===== src/design/atte_pkg.sv =====
`timescale 1ns / 1ps
`default_nettype none
package atte_pkg;
  localparam int PARAM_SLOTS = 8;
  localparam int SLOT_W = $clog2(PARAM_SLOTS);
  localparam int CNT_W = $clog2(PARAM_SLOTS + 1);

  localparam logic [31:0] FG_DEFAULT = 32'hffaaaaaa;
  localparam logic [31:0] BG_DEFAULT = 32'hff000000;

  localparam logic [1:0] CMD_DRAW   = 2'd0;
  localparam logic [1:0] CMD_CLEAR  = 2'd1;
  localparam logic [1:0] CMD_CLRLN  = 2'd2;
  localparam logic [1:0] CMD_SCROLL = 2'd3;

  localparam logic [0:0] REG_COLS = 1'b0;
  localparam logic [0:0] REG_ROWS = 1'b1;

  typedef enum logic [1:0] {
    PM_NORMAL = 2'd0,
    PM_ESC    = 2'd1,
    PM_CSI    = 2'd2
  } pmode_t;

  typedef enum logic [2:0] {
    ST_IDLE,
    ST_DECODE,
    ST_SGR,
    ST_EMIT1,
    ST_EMIT2
  } state_t;

  typedef struct packed {
    logic [1:0]  command;
    logic [5:0]  cell_column;
    logic [5:0]  cell_row;
    logic [7:0]  glyph_code;
    logic [31:0] fore_color;
    logic [31:0] back_color;
    logic        last;
  } result_t;

  function automatic logic [31:0] palette(input logic bright, input logic [2:0] idx);
    logic [31:0] c;
    case ({bright, idx})
      4'd0:  c = 32'hff000000;
      4'd1:  c = 32'hffaa0000;
      4'd2:  c = 32'hff00aa00;
      4'd3:  c = 32'hffaa5500;
      4'd4:  c = 32'hff0000aa;
      4'd5:  c = 32'hffaa00aa;
      4'd6:  c = 32'hff00aaaa;
      4'd7:  c = 32'hffaaaaaa;
      4'd8:  c = 32'hff555555;
      4'd9:  c = 32'hffff5555;
      4'd10: c = 32'hff55ff55;
      4'd11: c = 32'hffffff55;
      4'd12: c = 32'hff5555ff;
      4'd13: c = 32'hffff55ff;
      4'd14: c = 32'hff55ffff;
      default: c = 32'hffffffff;
    endcase
    return c;
  endfunction

  // 0 acts as 1, above 64 acts as 64; returns dim-1
  function automatic logic [5:0] dim_max(input logic [6:0] v);
    logic [5:0] m;
    if (v == 7'd0) m = 6'd0;
    else if (v > 7'd64) m = 6'd63;
    else m = 6'(v - 7'd1);
    return m;
  endfunction
endpackage
`default_nettype wire


===== src/design/atte_if.sv =====
`timescale 1ns / 1ps
`default_nettype none
interface atte_in_if;
  logic       valid;
  logic       ready;
  logic [7:0] char_code;
  modport source (output valid, output char_code, input ready);
  modport sink (input valid, input char_code, output ready);
endinterface

interface atte_out_if;
  logic        valid;
  logic        ready;
  logic [1:0]  command;
  logic [5:0]  cell_column;
  logic [5:0]  cell_row;
  logic [7:0]  glyph_code;
  logic [31:0] fore_color;
  logic [31:0] back_color;
  logic        last;
  modport source (output valid, output command, output cell_column, output cell_row,
                  output glyph_code, output fore_color, output back_color, output last,
                  input ready);
  modport sink (input valid, input command, input cell_column, input cell_row,
                input glyph_code, input fore_color, input back_color, input last,
                output ready);
endinterface
`default_nettype wire


===== src/design/ansi_text_terminal_engine_top.sv =====
// ANSI text terminal command engine.
// in_if carries one console byte per request (valid/ready). out_if carries
// drawing commands: draw cell, clear screen, clear line, scroll one row;
// last marks the final command caused by a byte (zero, one or two).
// cfg_we/cfg_index/cfg_wdata write text_columns (0) and text_rows (1);
// write only while idle. A write clamps the cursor into the new size.
// A byte is taken in IDLE and decoded in DECODE. An SGR final byte then
// walks the stored parameters one per cycle through a single
// compare/palette unit. Each result is held in an output register until
// ready is high; the block returns to IDLE after the last result is taken.
// A stalled receiver simply holds the output register; no input is taken.
// Reset (synchronous, rst_n low): 30 columns, 20 rows, normal parse mode,
// parameters cleared, cursor home, colors light gray on black.
`timescale 1ns / 1ps
`default_nettype none
module ansi_text_terminal_engine_top (
  input  wire logic       clk,
  input  wire logic       rst_n,
  atte_in_if.sink         in_if,
  atte_out_if.source      out_if,
  input  wire logic       cfg_we,
  input  wire logic       cfg_index,
  input  wire logic [6:0] cfg_wdata
);
  atte_pkg::state_t st_r, st_nxt;
  atte_pkg::pmode_t pm_r, pm_nxt;
  logic [6:0]  cols_r, cols_nxt, rows_r, rows_nxt;
  logic [31:0] vals_r [atte_pkg::PARAM_SLOTS];
  logic [31:0] vals_nxt [atte_pkg::PARAM_SLOTS];
  logic [atte_pkg::CNT_W-1:0] cnt_r, cnt_nxt;
  logic        seen_r, seen_nxt;
  logic [5:0]  ccol_r, ccol_nxt, crow_r, crow_nxt;
  logic [31:0] fg_r, fg_nxt, bg_r, bg_nxt;
  logic [7:0]  ch_r, ch_nxt;
  logic [atte_pkg::SLOT_W:0] idx_r, idx_nxt;
  atte_pkg::result_t res1_r, res1_nxt, res2_r, res2_nxt;
  logic        has2_r, has2_nxt;

  logic [5:0] cmax, rmax;
  logic [31:0] sv;
  logic [32:0] sum;
  logic [3:0] dg;
  logic [atte_pkg::SLOT_W-1:0] ks;
  logic [6:0] ncol;
  logic       nscroll;
  atte_pkg::result_t rz;

  assign cmax = atte_pkg::dim_max(cols_r);
  assign rmax = atte_pkg::dim_max(rows_r);
  assign sv = vals_r[idx_r[atte_pkg::SLOT_W-1:0]];

  function automatic logic [5:0] sv_h(input logic [31:0] v, input logic given,
                                      input logic [5:0] mx);
    logic [31:0] d;
    d = (given && v != 32'd0) ? v - 32'd1 : 32'd0;
    return (d < 32'(mx)) ? d[5:0] : mx;
  endfunction

  always_ff @(posedge clk) begin
    if (!rst_n) begin
      st_r <= atte_pkg::ST_IDLE;
      pm_r <= atte_pkg::PM_NORMAL;
      cols_r <= 7'd30;
      rows_r <= 7'd20;
      for (int i = 0; i < atte_pkg::PARAM_SLOTS; i++) vals_r[i] <= '0;
      cnt_r <= '0;
      seen_r <= 1'b0;
      ccol_r <= '0;
      crow_r <= '0;
      fg_r <= atte_pkg::FG_DEFAULT;
      bg_r <= atte_pkg::BG_DEFAULT;
      has2_r <= 1'b0;
    end else begin
      st_r <= st_nxt;
      pm_r <= pm_nxt;
      cols_r <= cols_nxt;
      rows_r <= rows_nxt;
      for (int i = 0; i < atte_pkg::PARAM_SLOTS; i++) vals_r[i] <= vals_nxt[i];
      cnt_r <= cnt_nxt;
      seen_r <= seen_nxt;
      ccol_r <= ccol_nxt;
      crow_r <= crow_nxt;
      fg_r <= fg_nxt;
      bg_r <= bg_nxt;
      has2_r <= has2_nxt;
    end
    ch_r <= ch_nxt;
    idx_r <= idx_nxt;
    res1_r <= res1_nxt;
    res2_r <= res2_nxt;
  end

  // next state
  always_comb begin
    st_nxt = st_r;
    case (st_r)
      atte_pkg::ST_IDLE: if (in_if.valid) st_nxt = atte_pkg::ST_DECODE;
      atte_pkg::ST_DECODE: begin
        if (pm_r == atte_pkg::PM_CSI && ch_r == "m" && (seen_r || cnt_r != '0))
          st_nxt = atte_pkg::ST_SGR;
        else if (pm_r == atte_pkg::PM_ESC || pm_r == atte_pkg::PM_CSI)
          st_nxt = (ch_r == "J" || ch_r == "K") && pm_r == atte_pkg::PM_CSI &&
                   !(ch_r == "J" && (seen_r || cnt_r != '0) && vals_r[0] != 32'd0 &&
                     vals_r[0] != 32'd2) && !(ch_r >= "0" && ch_r <= "9") ?
                   atte_pkg::ST_EMIT1 : atte_pkg::ST_IDLE;
        else if (ch_r == 8'h0a || ch_r == 8'h08 || ch_r == 8'h7f ||
                 (ch_r >= 8'h20 && ch_r != 8'h7f) || (ch_r == 8'h1b && 1'b0))
          st_nxt = (ch_r == 8'h0a && !(crow_r >= rmax)) ? atte_pkg::ST_IDLE
                   : atte_pkg::ST_EMIT1;
        else st_nxt = atte_pkg::ST_IDLE;
      end
      atte_pkg::ST_SGR:
        if (idx_r + 1'b1 >= (atte_pkg::SLOT_W+1)'(cnt_r)) st_nxt = atte_pkg::ST_IDLE;
      atte_pkg::ST_EMIT1:
        if (out_if.ready) st_nxt = has2_r ? atte_pkg::ST_EMIT2 : atte_pkg::ST_IDLE;
      atte_pkg::ST_EMIT2: if (out_if.ready) st_nxt = atte_pkg::ST_IDLE;
      default: st_nxt = atte_pkg::ST_IDLE;
    endcase
  end

  // datapath
  always_comb begin
    pm_nxt = pm_r;
    cols_nxt = cols_r;
    rows_nxt = rows_r;
    for (int i = 0; i < atte_pkg::PARAM_SLOTS; i++) vals_nxt[i] = vals_r[i];
    cnt_nxt = cnt_r;
    seen_nxt = seen_r;
    ccol_nxt = ccol_r;
    crow_nxt = crow_r;
    fg_nxt = fg_r;
    bg_nxt = bg_r;
    ch_nxt = ch_r;
    idx_nxt = idx_r;
    res1_nxt = res1_r;
    res2_nxt = res2_r;
    has2_nxt = has2_r;
    rz = '0;
    sum = '0;
    dg = ch_r[3:0];
    ks = (cnt_r >= atte_pkg::CNT_W'(atte_pkg::PARAM_SLOTS - 1)) ?
         atte_pkg::SLOT_W'(atte_pkg::PARAM_SLOTS - 1) : cnt_r[atte_pkg::SLOT_W-1:0];
    ncol = {1'b0, ccol_r} + 7'd1;
    nscroll = 1'b0;
    case (st_r)
      atte_pkg::ST_IDLE: begin
        ch_nxt = in_if.char_code;
        if (cfg_we) begin
          if (cfg_index == atte_pkg::REG_COLS) begin
            cols_nxt = cfg_wdata;
            if (ccol_r > atte_pkg::dim_max(cfg_wdata))
              ccol_nxt = atte_pkg::dim_max(cfg_wdata);
          end else begin
            rows_nxt = cfg_wdata;
            if (crow_r > atte_pkg::dim_max(cfg_wdata))
              crow_nxt = atte_pkg::dim_max(cfg_wdata);
          end
        end
      end
      atte_pkg::ST_DECODE: begin
        has2_nxt = 1'b0;
        idx_nxt = '0;
        rz.back_color = bg_r;
        rz.last = 1'b1;
        if (pm_r == atte_pkg::PM_ESC) begin
          pm_nxt = (ch_r == "[") ? atte_pkg::PM_CSI : atte_pkg::PM_NORMAL;
          cnt_nxt = '0;
          seen_nxt = 1'b0;
          for (int i = 0; i < atte_pkg::PARAM_SLOTS; i++) vals_nxt[i] = '0;
        end else if (pm_r == atte_pkg::PM_CSI) begin
          if (ch_r >= "0" && ch_r <= "9") begin
            vals_nxt[ks] = (vals_r[ks] << 3) + (vals_r[ks] << 1) + 32'(dg);
            seen_nxt = 1'b1;
          end else if (ch_r == ";") begin
            if (cnt_r < atte_pkg::CNT_W'(atte_pkg::PARAM_SLOTS)) cnt_nxt = cnt_r + 1'b1;
            seen_nxt = 1'b0;
          end else begin
            pm_nxt = atte_pkg::PM_NORMAL;
            if ((seen_r || cnt_r != '0) && cnt_r < atte_pkg::CNT_W'(atte_pkg::PARAM_SLOTS))
              cnt_nxt = cnt_r + 1'b1;
            // cnt_r is the old count: a parameter is given once the new count covers it
            case (ch_r)
              "A": begin
                if (seen_r || cnt_r != '0) begin
                  if (vals_r[0] > 32'(crow_r)) crow_nxt = '0;
                  else crow_nxt = crow_r - vals_r[0][5:0];
                end else if (crow_r != '0) crow_nxt = crow_r - 6'd1;
              end
              "B", "C": begin
                sum = {1'b0, (seen_r || cnt_r != '0) ? vals_r[0] : 32'd1} +
                      33'((ch_r == "B") ? crow_r : ccol_r);
                if (ch_r == "B")
                  crow_nxt = (sum[31:0] < 32'(rmax)) ? sum[5:0] : rmax;
                else
                  ccol_nxt = (sum[31:0] < 32'(cmax)) ? sum[5:0] : cmax;
              end
              "D": begin
                if (seen_r || cnt_r != '0) begin
                  if (vals_r[0] > 32'(ccol_r)) ccol_nxt = '0;
                  else ccol_nxt = ccol_r - vals_r[0][5:0];
                end else if (ccol_r != '0) ccol_nxt = ccol_r - 6'd1;
              end
              "H", "f": begin
                crow_nxt = sv_h(vals_r[0], seen_r || cnt_r != '0, rmax);
                ccol_nxt = sv_h(vals_r[1], cnt_r != '0, cmax);
              end
              "J": begin
                if (!(seen_r || cnt_r != '0) || vals_r[0] == 32'd0 || vals_r[0] == 32'd2) begin
                  ccol_nxt = '0;
                  crow_nxt = '0;
                  rz.command = atte_pkg::CMD_CLEAR;
                  res1_nxt = rz;
                end
              end
              "K": begin
                rz.command = atte_pkg::CMD_CLRLN;
                rz.cell_column = ccol_r;
                rz.cell_row = crow_r;
                res1_nxt = rz;
              end
              "m": begin
                if (!(seen_r || cnt_r != '0)) begin
                  fg_nxt = atte_pkg::FG_DEFAULT;
                  bg_nxt = atte_pkg::BG_DEFAULT;
                end
              end
              default: ;
            endcase
          end
        end else begin
          pm_nxt = atte_pkg::PM_NORMAL;
          if (ch_r == 8'h1b) pm_nxt = atte_pkg::PM_ESC;
          else if (ch_r == 8'h0d) ccol_nxt = '0;
          else if (ch_r == 8'h0a) begin
            ccol_nxt = '0;
            if (crow_r >= rmax) begin
              crow_nxt = rmax;
              rz.command = atte_pkg::CMD_SCROLL;
              res1_nxt = rz;
            end else crow_nxt = crow_r + 6'd1;
          end else if (ch_r == 8'h08 || ch_r == 8'h7f) begin
            ccol_nxt = (ccol_r != '0) ? ccol_r - 6'd1 : '0;
            rz.command = atte_pkg::CMD_DRAW;
            rz.cell_column = ccol_nxt;
            rz.cell_row = crow_r;
            rz.glyph_code = 8'h20;
            rz.fore_color = fg_r;
            res1_nxt = rz;
          end else if (ch_r == 8'h09) begin
            ncol = {1'b0, ccol_r[5:3], 3'b000} + 7'd8;
            ccol_nxt = (ncol > {1'b0, cmax}) ? cmax : ncol[5:0];
          end else if (ch_r >= 8'h20) begin
            rz.command = atte_pkg::CMD_DRAW;
            rz.cell_column = ccol_r;
            rz.cell_row = crow_r;
            rz.glyph_code = ch_r;
            rz.fore_color = fg_r;
            if (ncol > {1'b0, cmax}) begin
              ccol_nxt = '0;
              if (crow_r >= rmax) begin
                crow_nxt = rmax;
                nscroll = 1'b1;
              end else crow_nxt = crow_r + 6'd1;
            end else ccol_nxt = ncol[5:0];
            rz.last = !nscroll;
            res1_nxt = rz;
            has2_nxt = nscroll;
            res2_nxt = '0;
            res2_nxt.command = atte_pkg::CMD_SCROLL;
            res2_nxt.back_color = bg_r;
            res2_nxt.last = 1'b1;
          end
        end
      end
      atte_pkg::ST_SGR: begin
        // one parameter per cycle through the shared range check
        idx_nxt = idx_r + 1'b1;
        if (sv == 32'd0) begin
          fg_nxt = atte_pkg::FG_DEFAULT;
          bg_nxt = atte_pkg::BG_DEFAULT;
        end else if (sv >= 32'd30 && sv <= 32'd37)
          fg_nxt = atte_pkg::palette(1'b0, 3'(sv - 32'd30));
        else if (sv >= 32'd40 && sv <= 32'd47)
          bg_nxt = atte_pkg::palette(1'b0, 3'(sv - 32'd40));
        else if (sv >= 32'd90 && sv <= 32'd97)
          fg_nxt = atte_pkg::palette(1'b1, 3'(sv - 32'd90));
        else if (sv >= 32'd100 && sv <= 32'd107)
          bg_nxt = atte_pkg::palette(1'b1, 3'(sv - 32'd100));
      end
      default: ;
    endcase
  end

  assign in_if.ready = (st_r == atte_pkg::ST_IDLE);
  assign out_if.valid = (st_r == atte_pkg::ST_EMIT1) || (st_r == atte_pkg::ST_EMIT2);
  atte_pkg::result_t ro;
  assign ro = (st_r == atte_pkg::ST_EMIT2) ? res2_r : res1_r;
  assign out_if.command = ro.command;
  assign out_if.cell_column = ro.cell_column;
  assign out_if.cell_row = ro.cell_row;
  assign out_if.glyph_code = ro.glyph_code;
  assign out_if.fore_color = ro.fore_color;
  assign out_if.back_color = ro.back_color;
  assign out_if.last = ro.last;
endmodule
`default_nettype wire

===== src/flat_wrapper.sv =====
// flat-port wrapper written by rule: the top's interface ports become plain ports
module ansi_text_terminal_engine_top_flat 
  (clk, rst_n, cfg_we, cfg_index, cfg_wdata, in_if_valid, in_if_char_code, in_if_ready, out_if_valid, out_if_command, out_if_cell_column, out_if_cell_row, out_if_glyph_code, out_if_fore_color, out_if_back_color, out_if_last, out_if_ready);
  atte_in_if in_if_i ();
  atte_out_if out_if_i ();
  input  wire logic clk;
  input  wire logic rst_n;
  input  wire logic cfg_we;
  input  wire logic cfg_index;
  input  wire logic [6:0] cfg_wdata;
  input wire logic [$bits(in_if_i.valid)-1:0] in_if_valid;
  input wire logic [$bits(in_if_i.char_code)-1:0] in_if_char_code;
  output wire logic [$bits(in_if_i.ready)-1:0] in_if_ready;
  output wire logic [$bits(out_if_i.valid)-1:0] out_if_valid;
  output wire logic [$bits(out_if_i.command)-1:0] out_if_command;
  output wire logic [$bits(out_if_i.cell_column)-1:0] out_if_cell_column;
  output wire logic [$bits(out_if_i.cell_row)-1:0] out_if_cell_row;
  output wire logic [$bits(out_if_i.glyph_code)-1:0] out_if_glyph_code;
  output wire logic [$bits(out_if_i.fore_color)-1:0] out_if_fore_color;
  output wire logic [$bits(out_if_i.back_color)-1:0] out_if_back_color;
  output wire logic [$bits(out_if_i.last)-1:0] out_if_last;
  input wire logic [$bits(out_if_i.ready)-1:0] out_if_ready;
  assign in_if_i.valid = in_if_valid;
  assign in_if_i.char_code = in_if_char_code;
  assign in_if_ready = in_if_i.ready;
  assign out_if_valid = out_if_i.valid;
  assign out_if_command = out_if_i.command;
  assign out_if_cell_column = out_if_i.cell_column;
  assign out_if_cell_row = out_if_i.cell_row;
  assign out_if_glyph_code = out_if_i.glyph_code;
  assign out_if_fore_color = out_if_i.fore_color;
  assign out_if_back_color = out_if_i.back_color;
  assign out_if_last = out_if_i.last;
  assign out_if_i.ready = out_if_ready;
  ansi_text_terminal_engine_top u_core (.clk(clk), .rst_n(rst_n), .in_if(in_if_i), .out_if(out_if_i), .cfg_we(cfg_we), .cfg_index(cfg_index), .cfg_wdata(cfg_wdata));
endmodule

===== config.mk =====
export PLATFORM = sky130hd
export DESIGN_NAME = ansi_text_terminal_engine_top_flat
export DESIGN_NICKNAME = d
export VERILOG_FILES = /design/src/design/atte_pkg.sv /design/src/design/atte_if.sv /design/src/design/ansi_text_terminal_engine_top.sv /design/src/flat_wrapper.sv
export SDC_FILE = /design/constraint.sdc
export NUM_CORES = 1
export LEC_CHECK = 0
export BUFFER_PORTS_ARGS = -buffer_cell sky130_fd_sc_hd__buf_4
export CORE_MARGIN = 3
export CORE_UTILIZATION = 57
export DETAILED_ROUTE_END_ITERATION = 6
export GPL_TIMING_DRIVEN = 0
export PLACE_DENSITY = 0.75
export SYNTH_ARGS = -nofsm -noshare
export SYNTH_HDL_FRONTEND = slang
export SYNTH_SLANG_ARGS = --single-unit

===== constraint.sdc =====
create_clock -name clk -period 14.5 [get_ports clk]
set_clock_uncertainty 0.2 [all_clocks]
set_input_delay 2.175 -clock clk [delete_from_list [all_inputs] [get_ports clk]]
set_output_delay 2.175 -clock clk [all_outputs]
set_load 0.02 [all_outputs]

After elaboration in Yosys (flattened, before gate mapping). Memories as Yosys holds them, arrays and structs flattened. A register that Yosys moved wholly into a read port is not among the register bits. Index checks and enable logic that the tools add are counted.

Logic and storage cells: 413. Memory bits (read-only): 256. Memories: 3. Input bits: 21. Output and inout port bits: 89. Bits in writable memories: 256. Register bits after elaboration: 232.

Bitwise operators: 17. Add/subtract/negate cells: 21. Order comparisons: 30. Equality and inequality tests: 86. Multiplexer cells: 168. Reductions and logical operators: 67.

Memories: u_core.vals_r (depth 8, width 32, read ports 10, clocked after Yosys merged registers in 1, wr ports 8, RTL line ansi_text_terminal_engine_top.sv:28) `logic [31:0] vals_r [atte_pkg::PARAM_SLOTS];`; (no name shown) (depth 8, width 16, read ports 1, clocked after Yosys merged registers in 0, wr ports 0, RTL line atte_pkg.sv:45) `case ({bright, idx})`; (no name shown) (depth 8, width 16, read ports 1, clocked after Yosys merged registers in 0, wr ports 0, RTL line atte_pkg.sv:45).

Operators by type and width (number): 32-bit two-way mux (33); 87-bit two-way mux (12); 256-bit two-way mux (4); 6-bit two-way mux (57); 24-bit case mux with 7 select lines (2); 256-bit bitwise mux (1); 87-bit case mux with 2 select lines (1); 32-bit by 6-bit less-than comparator with 1-bit output (4); 32-bit case mux with 2 select lines (2); 32-bit demux with 3-bit select (1); 8-bit by 7-bit equality test with 1-bit output, second input constant (11); 32-bit adder (2); 32-bit by 7-bit greater-or-equal comparator with 1-bit output, second input constant (2); 32-bit by 6-bit greater-than comparator with 1-bit output (2); 32-bit by 6-bit <= comparator with 1-bit output, second input constant (2); 32-bit by 7-bit <= comparator with 1-bit output, second input constant (2); 32-bit zero test (2); 32-bit nonzero test (2); 32-bit by 1-bit subtractor with 32-bit output, second input constant (2); 6-bit case mux with 4 select lines (2); 32-bit by 4-bit adder with 32-bit output (1); 32-bit by 2-bit equality test with 1-bit output, second input constant (1); 8-bit by 4-bit equality test with 1-bit output, second input constant (4); 32-bit by 5-bit greater-or-equal comparator with 1-bit output, second input constant (1); 69 further kinds (236).

Logic depth before layout (Yosys ltp).
Depth after elaboration: 23. Gate-level depth with buffers: 25. Depth with buffers taken out: 22.

Worst setup path after synthesis. Ideal clock, no wire load.

Path type: reg2reg. Start: register u_core.cnt_r[0] in the netlist's numbering. End: memory u_core.vals_r[4][30]. Slack: 8.869 ns. Cell stages (with the launch flop): 21. Clock period less this slack: 5.631 ns. Required time: 14.172 ns. Arrival: 5.303 ns. Path through: dfxtp_1 -> clkbuf_1 -> clkbuf_1 -> buf_1 -> buf_1 -> clkbuf_1 -> nor2_1 -> nor4_1 -> fa_1 -> inv_1 -> fa_1 -> nor2b_1 -> o21a_1 -> o21ai_1 -> a211oi_1 -> o2111ai_1 -> a211o_1 -> a21o_1 -> a211oi_1 -> a2bb2oi_1 -> nor2_1.

RTL lines: start: declaration (RTL line ansi_text_terminal_engine_top.sv:30) `logic [atte_pkg::CNT_W-1:0] cnt_r, cnt_nxt;`; start signal: assignment (RTL line ansi_text_terminal_engine_top.sv:79) `cnt_r <= cnt_nxt;`; end: declaration (RTL line ansi_text_terminal_engine_top.sv:28).

==> key figures <==
Run status
  – Outcome: complete, but fails checks
  – Failing checks: design-rule violations

Floorplanning
  – Core ar.: 41,400 um2
  – # IOs: 110
  – Die height: 212 um
  – Die area: 45,100 um2
  – Die width: 212 um
  – Starting Density: 58.6%
  – Row cnt: 74

Synth
  – Syn_area_per_cell: 8.32 um2
  – Total of warnings raised by yosys: 0
  – EDFF count, synth: 51
  – Mapped Area: 24,300 um2
  – Ranking of synthesized cells by area: dfxtp_1 25%, ha_1 8.5%, nor2_1 6.9%
  – Post-Synthesis Cells: 2,914
  – Top post-synthesis cells by count: 449 x nor2_1, 306 x dfxtp_1, 212 x a22oi_1
  – Yosys top cell area share: 25.3%
  – Synth async-reset ratio: 0%
  – Predominant post-synthesis flop cell: dfxtp_1
  – Seq cells post-synth: 357
  – Yosys top cell by area: dfxtp_1
  – Seq/Total Area, Yosys: 31.6%
  – Synth cell types: 113
  – Most frequent cell after synthesis: nor2_1

Setup path
  – FF-to-FF End: u_core.vals_r[0][28]
  – Critical Path End Type: flop
  – Crit path required time: 14,730 ps
  – R2R Setup Slk: 5920 ps
  – Critical R2R Launch: u_core.cnt_r[0]
  – Setup CP Type: flop to flop
  – Startpoint Class: flop
  – Crit path max fanout: 10
  – Worst r2r path cells: 20
  – Crit path DAT: 8820 ps

STA
  – Tmin final: 8580 ps
  – Final Cycle Share: 59.2%
  – Min Hold Slack: 265 ps
  – Final Hold Vio Count: 0
  – Setup_tns: 0 ps
  – Rel. slew slack: 2.79%
  – # setup viols final: 0
  – Slew Viols, Final: 0
  – RSZ-0062 raised after global routing: no
  – Slew @ Worst Pin: 1460 ps
  – FMAX: 0.117 GHz

Global route
  – GRT overflow: 0
  – First-pass GRT wire length: 146,000 um
  – Initial antenna violation count: 3
  – Largest net degree at the start of global routing: 15
  – GR Util All Layers: 42.7%
  – Vias in the first global route: 23,700

Min path
  – Hold Crit Start: u_core.bg_r[22]
  – Hold Path Sink: u_core.res2_r[23]
  – Min-Delay Path Class: flop to flop
  – Hold path depth: 0

Cells and area
  – Nets@finish: 3,259
  – Layout area overhead: 12.0%
  – Layout cell share with drive strength beyond 1: 11.9%

Clocking
  – Worst-Skew Late Latency: 590 ps
  – CTS Buf Count: 41
  – Post-CTS sizing: 0
  – Max Buffers Root-to-Sink: 3
  – CTS tree: built
  – CTS Hold Bufs: 0
  – H-tree levels: 2
  – Root buffer cell: clkbuf_16
  – Post-CTS Setup Inserts: 0
  – Worst-path clk slew: 60 ps
  – Clock Sinks: 357

Place
  – DP Wirelength: 76,500 um
  – Gpl congestion: 1.15
  – PortBufs: 101

Detailed routing
  – Final wirelength: 99,500 um
  – 1st-iter DRT viols: 3,658
  – Routed length per instance: 27.4 um
  – # DRC: 2
  – Drt via density: 7.02
  – Detailed-route via count: 25,500
  – Pre-antenna DRT Iters: 7
  – Routed Antenna Nets: 0

Power
  – Net Switching: 997 uW
  – PwrDens: 110 nW/um2
  – Peak VDD IR: 0.0000789 V
  – Final Power: 2980 uW
  – Part of the power in registers: 36.7%
  – Leakage Power: 0.0108 uW
  – Switching part of the total: 33.4%
  – Internal power: 1990 uW
  – Clk pwr share: 36.8%
  – Comb pwr share: 26.5%

Job
  – Max cap viols: 0
==> routing by layer <==
layer  vias to the layer above  share of wire, %  GRT usage, %
met2                      1927                42          65.0
met4                         2               8.7          30.4
met1                     12000                36          52.6
met5                         -             0.013             0
met3                       535                12          11.2
li1                      11100                 -             -
==> critical path: stages (launching register included) <==
cell and delay (ps):
dfxtp_1 370, clkbuf_1 460, clkbuf_1 520, buf_1 600
buf_1 700, clkbuf_1 580, nor2_1 120, nor4_1 880
fa_1 320, inv_1 70, fa_1 430, nor2b_1 160
o21a_1 180, o21ai_1 100, a211oi_1 410, o2111ai_1 270
a211o_1 440, a21o_1 250, a311oi_2 1010, o2bb2a_1 260
nor2_1 50
==> final cells by class <==
class                           count  area [um2]
Antenna cell                        1        2.50
Buffer                            237        1160
Clock buffer                       61        1240
Clock inverter                     14         161
Fill cell                        3429       14200
Inverter                           93         349
Multi-Input combinational cell   2234       15100
Sequential cell                   357        7660
Tap cell                          532         666
Timing Repair Buffer              105         793
==> worst max path at each step <==
| stage | startpoint | to | slack, ps |
|---|---|---|---|
| 2_1_floorplan | u_core.cnt_r[0] | u_core.vals_r[4][30] | 8870 |
| 3_3_place_gp | u_core.cnt_r[0] | u_core.vals_r[0][30] | 5940 |
| 3_5_place_dp | u_core.cnt_r[0] | u_core.vals_r[0][28] | 6330 |
| 4_1_cts | u_core.cnt_r[0] | u_core.vals_r[0][28] | 6300 |
| 5_1_grt | u_core.cnt_r[0] | u_core.vals_r[0][28] | 5770 |
| 6_report | u_core.cnt_r[0] | u_core.vals_r[0][28] | 5920 |
==> cell usage in the layout, fill, tap and decap left out, types with 12 or more instances in the layout <==
cell type,instances
nor2_1,449
dfxtp_1,306
a22oi_1,212
ha_1,164
buf_4,159
nand2_1,158
clkbuf_1,151
a21oi_1,135
o21ai_0,101
inv_1,90
o22ai_1,79
nand3_1,66
nor3_1,65
nor4_1,55
mux2i_1,55
xnor2_1,52
edfxtp_1,51
clkbuf_16,42
nor2b_1,41
a21o_1,38
mux2_2,38
xor2_1,28
nand2b_1,27
nand4_1,26
a211oi_1,24
and2_1,23
o31ai_1,23
o21a_1,22
buf_2,20
nor4b_1,20
and3_1,20
or3_1,17
or4_1,15
mux4_2,15
o211ai_1,15
a2111oi_0,15
clkbuf_8,14
o221a_2,12
o21ai_1,12
==> power by group through the flow <==
stage	Sequential, uW	Clock (uW)	Combinational, uW
floorplan	1100	0	512
global placement	1120	0	739
detailed placement	1110	0	756
CTS	1090	1090	762
global route	1100	1120	837
finish	1100	1100	791
==> stage by stage <==
step / utilization, % / cell area (um2) / worst slack (ps) / cells
floorplan: - / 24300 / 8870 / 2921
global placement: 62.1 / 25700 / 5940 / 3554
detailed placement: 62.2 / 25800 / 6330 / 3557
CTS: 65.6 / 27200 / 6300 / 3632
global route: 65.7 / 27200 / 5770 / 3633
finish: 65.7 / 27200 / 5920 / 3634
==> logic make-up after synthesis <==
| family | count (synthesis) | share of synthesized area (%) |
|---|---|---|
| AOI/OAI and AO/OA | 821 | 23.7 |
| buffers and inverters | 330 | 6.24 |
| other | 1 | 0.0155 |
| xor gates and xnor gates | 80 | 2.89 |
| and+or+nand+nor | 1045 | 21.1 |
| DFF | 357 | 31.6 |
| muxes | 111 | 5.64 |
| adders and majority gates | 169 | 8.87 |
==> flip-flops by register name, summed over array words and instances, names as in the netlist, 6 cells and up, named ones only <==
| name | count |
|---|---|
| u_core.cols_r | 7 |
| u_core.ccol_r | 6 |
| u_core.ch_r | 8 |
| u_core.crow_r | 6 |
| u_core.res1_r | 34 |
| u_core.vals_r | 256 |
| u_core.rows_r | 7 |
No activity file was read; power rests on OpenSTA's default activity.
